### src/design/afb_pkg.sv
`timescale 1ns / 1ps
// ----------------------------------------------------------------------------
// afb_pkg
// Shared types, constants and the CRC_A byte step for the frame builder.
// ----------------------------------------------------------------------------
package afb_pkg;

    localparam int unsigned MEM_BYTES_DEF = 8192;

    localparam logic [15:0] CRC_INIT   = 16'h6363;
    localparam logic [7:0]  BLOCK_BYTE = 8'h02;
    localparam logic [7:0]  CLA_BYTE   = 8'h00;
    localparam logic [7:0]  INS_SELECT = 8'hA4;
    localparam logic [7:0]  INS_READ   = 8'hB0;
    localparam logic [7:0]  INS_UPDATE = 8'hD6;
    localparam logic [7:0]  SEL_P1     = 8'h00;
    localparam logic [7:0]  SEL_P2     = 8'h0C;
    localparam logic [7:0]  SEL_LC     = 8'h02;

    localparam int unsigned IDX_W = 4;

    typedef enum logic [1:0] {
        REQ_SELECT   = 2'd0,
        REQ_READ     = 2'd1,
        REQ_UPD_HDR  = 2'd2,
        REQ_UPD_DATA = 2'd3
    } req_t;

    typedef enum logic [1:0] {
        ST_OK    = 2'd0,
        ST_PARAM = 2'd1,
        ST_SEQ   = 2'd2
    } status_t;

    typedef struct packed {
        req_t        req;
        logic [15:0] file_id;
        logic [15:0] offset;
        logic [7:0]  byte_count;
        logic [7:0]  data_byte;
        logic        param_err;
    } item_t;

    typedef struct packed {
        logic [7:0] frame_byte;
        logic       frame_end;
        status_t    status;
    } beat_t;

    // reflected 0x1021 step, one byte
    function automatic logic [15:0] crc_a_byte(input logic [15:0] crc, input logic [7:0] b);
        logic [7:0] t;
        t = b ^ crc[7:0];
        t = t ^ {t[3:0], 4'b0000};
        return {8'h00, crc[15:8]} ^ {t, 8'h00} ^ {5'b00000, t, 3'b000}
               ^ {12'h000, t[7:4]};
    endfunction

endpackage

### src/design/afb_in_stage.sv
`timescale 1ns / 1ps
// ----------------------------------------------------------------------------
// afb_in_stage
// Input register; runs the count and range check as the item is captured.
// ----------------------------------------------------------------------------
module afb_in_stage #(
    parameter int unsigned MEM_BYTES = afb_pkg::MEM_BYTES_DEF
) (
    input  logic                 aclk,
    input  logic                 aresetn,
    input  logic                 s_tvalid,
    output logic                 s_tready,
    input  logic [47:0]          s_tdata,
    input  logic [1:0]           s_tuser,
    input  logic                 take,
    output logic                 item_vld,
    output afb_pkg::item_t       item
);
    import afb_pkg::*;

    localparam logic [16:0] MemLimit = 17'(MEM_BYTES);

    logic        vld_reg;
    item_t       item_reg;
    item_t       item_next;
    logic [16:0] range_end;

    assign s_tready = !vld_reg || take;

    always_comb begin
        item_next.req        = req_t'(s_tuser);
        item_next.file_id    = s_tdata[15:0];
        item_next.offset     = s_tdata[31:16];
        item_next.byte_count = s_tdata[39:32];
        item_next.data_byte  = s_tdata[47:40];
        range_end            = {1'b0, s_tdata[31:16]} + {9'd0, s_tdata[39:32]};
        item_next.param_err  = (s_tdata[39:32] == 8'd0) || (range_end > MemLimit);
    end

    always_ff @(posedge aclk) begin
        if (!aresetn) begin
            vld_reg <= 1'b0;
        end else if (s_tready) begin
            vld_reg <= s_tvalid;
        end
    end

    always_ff @(posedge aclk) begin
        if (s_tready && s_tvalid) begin
            item_reg <= item_next;
        end
    end

    assign item_vld = vld_reg;
    assign item     = item_reg;

endmodule

### src/design/afb_frame_gen.sv
`timescale 1ns / 1ps
// ----------------------------------------------------------------------------
// afb_frame_gen
// Picks the next frame byte of the held item, folds it into the CRC and
// keeps the update session state.
// ----------------------------------------------------------------------------
module afb_frame_gen (
    input  logic           aclk,
    input  logic           aresetn,
    input  logic           item_vld,
    input  afb_pkg::item_t item,
    input  logic           out_free,
    output logic           take,
    output logic           beat_vld,
    output afb_pkg::beat_t beat
);
    import afb_pkg::*;

    logic [15:0]      crc_reg, crc_next;
    logic [7:0]       pending_reg, pending_next;
    logic             open_reg, open_next;
    logic [IDX_W-1:0] idx_reg, idx_next;

    logic             emit;
    logic             seq_err;
    logic             err;
    logic [IDX_W-1:0] last_idx;
    logic             is_last;
    logic             crc_lo, crc_hi;
    logic [7:0]       fbyte;
    logic [15:0]      crc_base;

    always_comb begin
        emit    = item_vld && out_free;
        seq_err = (item.req == REQ_UPD_DATA) ? !open_reg : open_reg;
        err     = seq_err
                  || ((item.req == REQ_READ || item.req == REQ_UPD_HDR) && item.param_err);

        fbyte  = 8'h00;
        crc_lo = 1'b0;
        crc_hi = 1'b0;
        unique case (item.req)
            REQ_SELECT: begin
                last_idx = IDX_W'(9);
                case (idx_reg)
                    IDX_W'(0): fbyte = BLOCK_BYTE;
                    IDX_W'(1): fbyte = CLA_BYTE;
                    IDX_W'(2): fbyte = INS_SELECT;
                    IDX_W'(3): fbyte = SEL_P1;
                    IDX_W'(4): fbyte = SEL_P2;
                    IDX_W'(5): fbyte = SEL_LC;
                    IDX_W'(6): fbyte = item.file_id[15:8];
                    IDX_W'(7): fbyte = item.file_id[7:0];
                    IDX_W'(8): crc_lo = 1'b1;
                    default:   crc_hi = 1'b1;
                endcase
            end
            REQ_READ, REQ_UPD_HDR: begin
                last_idx = (item.req == REQ_READ) ? IDX_W'(7) : IDX_W'(5);
                case (idx_reg)
                    IDX_W'(0): fbyte = BLOCK_BYTE;
                    IDX_W'(1): fbyte = CLA_BYTE;
                    IDX_W'(2): fbyte = (item.req == REQ_READ) ? INS_READ : INS_UPDATE;
                    IDX_W'(3): fbyte = item.offset[15:8];
                    IDX_W'(4): fbyte = item.offset[7:0];
                    IDX_W'(5): fbyte = item.byte_count;
                    IDX_W'(6): crc_lo = 1'b1;
                    default:   crc_hi = 1'b1;
                endcase
            end
            default: begin
                // last data byte of an update also carries the two crc bytes
                last_idx = (pending_reg == 8'd1) ? IDX_W'(2) : IDX_W'(0);
                case (idx_reg)
                    IDX_W'(0): fbyte = item.data_byte;
                    IDX_W'(1): crc_lo = 1'b1;
                    default:   crc_hi = 1'b1;
                endcase
            end
        endcase

        if (crc_lo) begin
            fbyte = crc_reg[7:0];
        end else if (crc_hi) begin
            fbyte = crc_reg[15:8];
        end

        if (err) begin
            is_last = 1'b1;
        end else begin
            is_last = (idx_reg == last_idx);
        end

        crc_base = (idx_reg == '0 && item.req != REQ_UPD_DATA) ? CRC_INIT : crc_reg;

        crc_next     = crc_reg;
        pending_next = pending_reg;
        open_next    = open_reg;
        idx_next     = idx_reg;
        if (emit && !err) begin
            if (crc_hi) begin
                crc_next = CRC_INIT;
            end else if (!crc_lo) begin
                crc_next = crc_a_byte(crc_base, fbyte);
            end
            idx_next = is_last ? '0 : idx_reg + IDX_W'(1);
            if (is_last && item.req == REQ_UPD_HDR) begin
                pending_next = item.byte_count;
                open_next    = 1'b1;
            end
            if (is_last && item.req == REQ_UPD_DATA) begin
                pending_next = pending_reg - 8'd1;
                if (pending_reg == 8'd1) begin
                    open_next = 1'b0;
                end
            end
        end

        take            = emit && is_last;
        beat_vld        = emit;
        beat.frame_byte = err ? 8'h00 : fbyte;
        beat.frame_end  = is_last;
        beat.status     = !err ? ST_OK : (seq_err ? ST_SEQ : ST_PARAM);
    end

    always_ff @(posedge aclk) begin
        if (!aresetn) begin
            crc_reg     <= CRC_INIT;
            pending_reg <= 8'd0;
            open_reg    <= 1'b0;
            idx_reg     <= '0;
        end else begin
            crc_reg     <= crc_next;
            pending_reg <= pending_next;
            open_reg    <= open_next;
            idx_reg     <= idx_next;
        end
    end

endmodule

### src/design/afb_out_stage.sv
`timescale 1ns / 1ps
// ----------------------------------------------------------------------------
// afb_out_stage
// Result register; holds a beat until the downstream side takes it.
// ----------------------------------------------------------------------------
module afb_out_stage (
    input  logic           aclk,
    input  logic           aresetn,
    input  logic           beat_vld,
    input  afb_pkg::beat_t beat,
    output logic           out_free,
    output logic           m_tvalid,
    input  logic           m_tready,
    output logic [7:0]     m_tdata,
    output logic           m_tlast,
    output logic [1:0]     m_tuser
);
    import afb_pkg::*;

    logic  vld_reg;
    beat_t beat_reg;

    assign out_free = !vld_reg || m_tready;

    always_ff @(posedge aclk) begin
        if (!aresetn) begin
            vld_reg <= 1'b0;
        end else if (out_free) begin
            vld_reg <= beat_vld;
        end
    end

    always_ff @(posedge aclk) begin
        if (out_free && beat_vld) begin
            beat_reg <= beat;
        end
    end

    assign m_tvalid = vld_reg;
    assign m_tdata  = beat_reg.frame_byte;
    assign m_tlast  = beat_reg.frame_end;
    assign m_tuser  = beat_reg.status;

endmodule

### src/design/apdu_frame_builder_crc_a.sv
`timescale 1ns / 1ps
// ----------------------------------------------------------------------------
// apdu_frame_builder_crc_a
// Command frame builder with CRC_A, one frame byte per output beat.
// ----------------------------------------------------------------------------
// Each input beat is a request (select file, read binary, update header or
// update data byte); the block answers with the frame bytes it causes, tlast
// on the last one, and a status in m_tuser (0 ok, 1 parameter error,
// 2 sequence error, data zero on error). The output register sends one frame
// byte per cycle unless m_tready stalls it. A request causes 1 beat for an
// error or a mid-stream data byte, 3 for the last data byte, 6 for an
// update header, 8 for read binary and 10 for select file. Update data bytes
// stream at one per cycle without stalls, and the next request is taken in
// the cycle its predecessor's last byte is loaded into the output register.
module apdu_frame_builder_crc_a #(
    parameter int unsigned MEM_BYTES = afb_pkg::MEM_BYTES_DEF
) (
    input  logic        aclk,
    input  logic        aresetn,
    input  logic        s_tvalid,
    output logic        s_tready,
    input  logic [47:0] s_tdata,   // file_id, offset, byte_count, data_byte
    input  logic [1:0]  s_tuser,   // req_type
    output logic        m_tvalid,
    input  logic        m_tready,
    output logic [7:0]  m_tdata,   // frame_byte
    output logic        m_tlast,
    output logic [1:0]  m_tuser    // status
);
    import afb_pkg::*;

    logic  take;
    logic  item_vld;
    item_t item;
    logic  out_free;
    logic  beat_vld;
    beat_t beat;

    afb_in_stage #(
        .MEM_BYTES (MEM_BYTES)
    ) u_in (
        .aclk     (aclk),
        .aresetn  (aresetn),
        .s_tvalid (s_tvalid),
        .s_tready (s_tready),
        .s_tdata  (s_tdata),
        .s_tuser  (s_tuser),
        .take     (take),
        .item_vld (item_vld),
        .item     (item)
    );

    afb_frame_gen u_gen (
        .aclk     (aclk),
        .aresetn  (aresetn),
        .item_vld (item_vld),
        .item     (item),
        .out_free (out_free),
        .take     (take),
        .beat_vld (beat_vld),
        .beat     (beat)
    );

    afb_out_stage u_out (
        .aclk     (aclk),
        .aresetn  (aresetn),
        .beat_vld (beat_vld),
        .beat     (beat),
        .out_free (out_free),
        .m_tvalid (m_tvalid),
        .m_tready (m_tready),
        .m_tdata  (m_tdata),
        .m_tlast  (m_tlast),
        .m_tuser  (m_tuser)
    );

endmodule

### config.mk
export PLATFORM = sky130hd
export DESIGN_NAME = apdu_frame_builder_crc_a
export DESIGN_NICKNAME = d
export VERILOG_FILES = /design/src/design/afb_pkg.sv /design/src/design/afb_in_stage.sv /design/src/design/afb_frame_gen.sv /design/src/design/afb_out_stage.sv /design/src/design/apdu_frame_builder_crc_a.sv
export SDC_FILE = /design/constraint.sdc
export NUM_CORES = 1
export LEC_CHECK = 0
export ABC_AREA = 1
export BUFFER_PORTS_ARGS = -buffer_cell sky130_fd_sc_hd__buf_2
export CAP_MARGIN = 10
export CORE_ASPECT_RATIO = 1.75
export CORE_MARGIN = 2
export CORE_UTILIZATION = 45
export CTS_BUF_LIST = sky130_fd_sc_hd__clkbuf_2 sky130_fd_sc_hd__clkbuf_4 sky130_fd_sc_hd__clkbuf_8
export CTS_CLUSTER_SIZE = 25
export DETAILED_ROUTE_END_ITERATION = 10
export PLACE_DENSITY_LB_ADDON = 0.08
export SETUP_SLACK_MARGIN = 0.15
export SYNTH_ARGS = -nofsm -noshare
export SYNTH_HDL_FRONTEND = slang
export SYNTH_SLANG_ARGS = --single-unit
### constraint.sdc
create_clock -name aclk -period 3.84 [get_ports aclk]
set_input_delay 0 -clock aclk [delete_from_list [all_inputs] [get_ports aclk]]
set_output_delay 0 -clock aclk [all_outputs]
set_load 0.005 [all_outputs]
==> impl_results.md, run 1 <==
* Status: completed
* Top FF cell, synth: edfxtp_1
* Clk Latency, worst-skew pair at 0.38 ns
* H-tree Lvls at 3
* Drt drc at 0
* Post-DP HPWL at 12500 µm
* Iteration-0 DRC Markers at 219
* VDD IR max at 156 µV
* Crit-path cells: ha_1 -> inv_1 -> o221ai_2 -> o21ai_4 -> clkinv_2 -> a21oi_2 -> inv_1 -> a21oi_1 -> nand2_1
* Total gr overflow at 0
* Finished Layout Cells at 1001
* # clock sinks at 93
* Synth area leaders: edfxtp_1 (33%), nand2_1 (15%), dfxtp_1 (11%)
* Period utilization at 77.2%
* Final Setup Violations at 0
* Number of enable flip-flop cells after synthesis at 62
* Initial antenna violation count at 0
* Pwr Density at 345 mW/mm²
* Hold-critical path endpoint: u_in.item[46]
* Worst-Margin Slew at 0.778 ns
* Max Buffers Root-to-Sink at 2
* Multi-input combinational cell area at 0.00283 mm²
* Routed WL at 16200 µm
* Crit Path Class: reg2reg
* DIE AREA at 0.0136 mm²
* Post-Syn Area at 0.00571 mm²
* Core ar. at 0.0124 mm²
* YS warnings at 0
* Initial Utilization at 45.9%
* Min Tclk post-route at 2.96 ns
* Commonest cells post-synth: nand2_1 (226), nand3_1 (81), inv_1 (70)
* Endpoints failing hold at 0
* Seq/Total Area, Yosys at 43.5%
* Drt via density at 5.17
* CP Max Fanout at 12
* Vias in the first global route at 5319
* Top-count cell post-synth: nand2_1
* Layout Area Growth over Synthesis at 20.8%
* CTS Buf Count at 9
* Startpoint class of the critical path: flip-flop
* Total Routing Usage GR at 24.9%
* Beginning of the critical path: u_in.item[49]
* RSZ-0062 raised after global routing: no
* Clock skew at 0.0178 ns
* Vias at 5173
* Fin Hold WS at 0.328 ns
* CP Data Arrival Time at 3.23 ns
* IO Count at 67
* Flops & latches, synth at 93
* CTS tree: built
* Post-CTS Setup Inserts at 0
* CTS clk-pin slew, worst paths at 0.11 ns
* Leak pwr at 3.17 nW
* Crit-path most repeated cell: inv_1
* Final max-slew violation count at 0
* Share of the synthesized area in the top cell type at 32.6%
* Post-Place Cells at 932
* Largest net degree at the start of global routing at 52
* Antenna Violating Nets Remaining at 0
* Routed WL per cell at 16.2 µm
* Hold path start: s_tdata[13]
* Max incr delay on CP at 0.49 ns
* Post-CTS Resized at 0
* DIE WIDTH at 89.1 µm
* Gate Count Post-Synth at 709
* N_diodes at 0
* Reg2reg setup slack at 0.88 ns
* Max Cap Viol at 0
* Worst Path Required at 4.10 ns
* Max FFs per register at 51
* Cells on Worst Hold Path at 2
* Root buf cell: clkbuf_8
* Critical path endpoint category: flip-flop
* Worst hold path class: in2reg
* GPL Wtd Cong at 0.947
* Die span in y at 153 µm
* Async SR Flop Fraction at 0%
* Final #Nets at 902
* Final worst slack at 0.875 ns
* Post-synthesis cell type count at 49
* R2R Path End: u_gen.crc_reg[1]
* IO buf count at 66
* Dpl ws at 0.882 ns
* First-pass GRT wire length at 25900 µm
* Mean Syn Cell Area at 8.05 µm²
* Final setup TNS at 0 ns
* Reg2Reg Launch Point: u_in.item[49]
* FP Rows at 54
* Fmax at 337 MHz
* Sequential cell area at 0.00248 mm²
* DRT Pass-1 Iters at 4
* Layout cells sized above 1 at 17.8%
* Critical-path top delay cell: a21oi_2
* Syn_nets at 783
* Reg2reg path depth at 9
* Slew margin rel. at 48.1%
* Layout fillers at 1201
* Synth area leader: edfxtp_1
==> worst max-delay path: cells and delay by family, from the launching register on <==
kind | cells | cell delay (ns)
fa+ha+maj | 1 | 0.30
buf+inv | 3 | 0.98
flops | 1 | 0.43
compound gates | 4 | 1.08
simple gates | 1 | 0.07
==> kinds of logic (layout without fill, tap and decap cells) <==
logic type,Yosys count,in the layout,synth area share [%]
compound gates,88,88,9.21
xor+xnor,15,15,2.30
fa+ha+maj,20,20,4.52
buf+inv,93,217,7.04
flops,93,93,43.5
simple gates,400,400,33.4
==> routing by layer <==
metal  global-route usage (%)  routed length, µm  up-vias
li1                         -                  -     2599
met1                     23.8               5600     2423
met2                     49.1               9490      111
met3                     3.40                361       40
met4                     11.4                716        0
met5                        0                  0        -
==> stage by stage <==
step	area (µm²)	util, %	power (mW)
after floorplan	5710	-	1.55
after global placement	6180	49.7	1.70
after detailed placement	6180	49.7	1.71
after CTS	6890	55.5	2.38
after global routing	6890	55.5	2.50
final	6890	55.5	2.38
==> area by class of cell <==
class                   instances  share of cell area (%)
clock inverters                 5                   0.599
well taps                     168                    3.05
inverters                      79                    4.39
repair buffers                122                    12.8
flip-flops and latches         93                    36.0
clock buffers                  11                    2.11
multi-input cells             523                    41.0
==> how the worst max path moves through the flow <==
stage / end / slack, ns / cells after the start
final: u_gen.crc_reg[1] / 0.88 / 9
after global routing: u_gen.crc_reg[0] / 0.55 / 9
after CTS: u_gen.crc_reg[1] / 0.87 / 9
after detailed placement: u_gen.crc_reg[0] / 0.88 / 9
after global placement: u_gen.crc_reg[0] / 0.92 / 9
after floorplan: u_in.item[0] / 0.57 / 9
==> report_power, final <==
group          leakage [nW]  switching, mW  internal, mW
Clock                 0.100          0.374         0.270
Combinational          2.22          0.357         0.200
Sequential            0.850         0.0339          1.14
==> repair_timing <==
action / CTS / global route
endpoints found under the hold margin: 60 / 0
setup endpoints to repair: 0 / 0
hold buffers: 53 / 0
==> placed cells by master, fill, tap and decap left out, types with 4 or more instances in the layout <==
cell	instances
a21oi_1	38
buf_2	66
clkbuf_8	10
dfxtp_1	31
dlygate4sd3_1	53
edfxtp_1	62
ha_1	19
inv_1	70
inv_2	7
nand2_1	226
nand2_2	20
nand3_1	81
nand3_2	7
nand4_1	8
nor2_1	27
nor2_4	5
o211ai_1	8
o21ai_0	21
o21ai_1	4
xnor2_1	9
xor2_1	6
(Power assumes the default switching activity.)
==> run 2: changes to the inputs <==
--- a/config.mk
+++ b/config.mk
@@ -5,7 +5,7 @@
 export SDC_FILE = /design/constraint.sdc
 export NUM_CORES = 1
 export LEC_CHECK = 0
-export ABC_AREA = 1
+export ABC_AREA = 0
 export BUFFER_PORTS_ARGS = -buffer_cell sky130_fd_sc_hd__buf_2
 export CAP_MARGIN = 10
 export CORE_ASPECT_RATIO = 1.75
==> constraint.sdc (replaced) <==
create_clock -name aclk -period 2.79 [get_ports aclk]
set_input_delay 0 -clock aclk [delete_from_list [all_inputs] [get_ports aclk]]
set_output_delay 0 -clock aclk [all_outputs]
set_load 0.005 [all_outputs]
==> impl_results.md, run 2 <==
* Status: finished, violations left
* Failing checks: negative setup slack
* Fin Hold WS at 0.257 ns
* VDD IR max at 338 µV
* Drt via density at 5.65
* DIE WIDTH at 86.6 µm
* Final Setup Violations at 1
* Layout cells sized above 1 at 39.6%
* Leak pwr at 3.10 nW
* Layout Area Growth over Synthesis at 47.8%
* CP Data Arrival Time at 3.07 ns
* Layout fillers at 921
* Clock skew at 0.0143 ns
* Flops & latches, synth at 93
* Critical path endpoint category: flip-flop
* Max Cap Viol at 0
* Vias in the first global route at 5086
* Worst Path Required at 3.07 ns
* Startpoint class of the critical path: flip-flop
* Dpl ws at -0.154 ns
* Worst hold path class: in2reg
* Synth area leaders: edfxtp_1 (35%), dfxtp_1 (12%), ha_1 (4.4%)
* Root buf cell: clkbuf_8
* N_diodes at 0
* Seq/Total Area, Yosys at 46.2%
* DIE AREA at 0.0129 mm²
* Sequential cell area at 0.00249 mm²
* Async SR Flop Fraction at 0%
* Commonest cells post-synth: edfxtp_1 (62), nor2_1 (51), nand2_1 (50)
* Crit Path Class: reg2reg
* Worst-Margin Slew at 0.633 ns
* Vias at 5035
* Post-Syn Area at 0.00537 mm²
* Post-DP HPWL at 12200 µm
* First-pass GRT wire length at 25400 µm
* Mean Syn Cell Area at 10.2 µm²
* Syn_nets at 600
* Top FF cell, synth: edfxtp_1
* FP Rows at 52
* Multi-input combinational cell area at 0.00322 mm²
* Synth area leader: edfxtp_1
* GPL Wtd Cong at 0.930
* Clk Latency, worst-skew pair at 0.38 ns
* Final max-slew violation count at 0
* Post-synthesis cell type count at 84
* Antenna Violating Nets Remaining at 0
* Final #Nets at 825
* Core ar. at 0.0116 mm²
* Drt drc at 0
* Min Tclk post-route at 2.79 ns
* Routed WL at 16700 µm
* CTS clk-pin slew, worst paths at 0.10 ns
* IO Count at 67
* RSZ-0062 raised after global routing: yes
* Reg2reg setup slack at -0.001 ns
* Total gr overflow at 0
* Post-route cell area at 0.00794 mm²
* Largest net degree at the start of global routing at 26
* Final setup TNS at -0.00117 ns
* Max Buffers Root-to-Sink at 2
* Number of enable flip-flop cells after synthesis at 62
* Top-count cell post-synth: edfxtp_1
* Period utilization at 100%
* Max FFs per register at 51
* Die span in y at 148 µm
* Placed inst area at 0.00653 mm²
* IO buf count at 66
* Routed WL per cell at 18.8 µm
* Fmax at 358 MHz
* # clock sinks at 93
* CTS Buf Count at 9
* Initial Utilization at 46.4%
* Most common cell after layout, fill and taps aside: buf_4
* CP Max Fanout at 7
* DRT Pass-1 Iters at 4
* Gate Count Post-Synth at 526
* Initial antenna violation count at 0
* Most frequent cells in the layout: buf_4 (104), buf_2 (66), edfxtp_1 (62)
* CTS tree: built
* Iteration-0 DRC Markers at 235
* Final worst slack at -0.00117 ns
* Share of the synthesized area in the top cell type at 34.7%
* YS warnings at 0
* Slew margin rel. at 57.4%
* Endpoints failing hold at 0
* H-tree Lvls at 3
* Pwr Density at 446 mW/mm²
* Total Routing Usage GR at 26.2%
## run 2: cell count changes in the layout (fill, tap and decap cells not counted), moves of 15 or more
cell / before / now
nand2_2: 20 / 5
nand2_1: 226 / 45
inv_1: 70 / 7
buf_4: 3 / 104
nand3_1: 81 / 5
nor2_1: 27 / 47
## run 2: logic make-up (layout without fill, tap and decap cells)
| family | after synthesis | in the layout | share of synthesized area (%) |
|---|---|---|---|
| AOI/OAI and AO/OA | 164 | 164 | 22.4 |
| adders and majority gates | 20 | 20 | 4.80 |
| and+or+nand+nor | 179 | 179 | 16.7 |
| muxes | 11 | 11 | 2.42 |
| buffers and inverters | 35 | 265 | 2.96 |
| xor gates and xnor gates | 24 | 24 | 4.47 |
| DFF | 93 | 93 | 46.2 |
## run 2: power breakdown
group / internal [mW] / total [mW] / switching, mW
Combinational: 0.528 / 1.04 / 0.513
Clock: 0.355 / 0.865 / 0.510
Sequential: 1.57 / 1.63 / 0.0639
Total: 2.45 / 3.54 / 1.09
## run 2: repair_timing
| item | 4_1_cts | 5_1_grt |
|---|---|---|
| hold buffers | 53 | 0 |
| pin swaps | 38 | 27 |
| endpoints found under the hold margin | 57 | 0 |
| gates resized for setup | 54 | 42 |
| cloned | 0 | 1 |
| endpoints found under the setup margin | 71 | 78 |
| buffers inserted | 16 | 11 |
## run 2: layout make-up
class	instances	share of cell area, %
Clock buffer	11	1.75
Clock inverter	5	0.552
Inverter	13	0.741
Multi-Input combinational cell	398	40.6
Sequential cell	93	31.4
Tap cell	135	2.13
Timing Repair Buffer	236	22.9
## run 2: per-layer routing
metal	GRT usage, %	wire length, µm
met1	25.3	5740
met2	49.0	9490
met3	3.77	462
met4	18.2	1040
met5	0	0
## run 2: through the flow
step | cells | power, mW | util, %
2_1_floorplan | 526 | 2.12 | -
3_3_place_gp | 794 | 2.46 | 56.4
3_5_place_dp | 794 | 2.48 | 56.4
4_1_cts | 879 | 3.49 | 66.1
5_1_grt | 891 | 3.70 | 68.5
6_report | 891 | 3.54 | 68.5
## run 2: critical path, stage by stage (launching register included)
cell	delay (ns)
dfxtp_4	0.38
buf_12	0.13
ha_4	0.19
and2b_2	0.23
a2bb2oi_4	0.21
a211o_4	0.42
a31oi_4	0.18
mux2i_2	0.29
o32ai_4	0.15
xor2_2	0.20
xor2_1	0.17
o22a_1	0.16
## run 2: path summary, 6_finish.rpt
kind | cells after the start | to | from
min | 4 | u_in.item[0] | s_tdata[38]
max reg2reg | 11 | u_gen.crc_reg[0] | u_gen.idx_reg[0]
max | 11 | u_gen.crc_reg[0] | u_gen.idx_reg[0]
min reg2reg | 2 | u_out.m_tvalid | u_in.item_vld
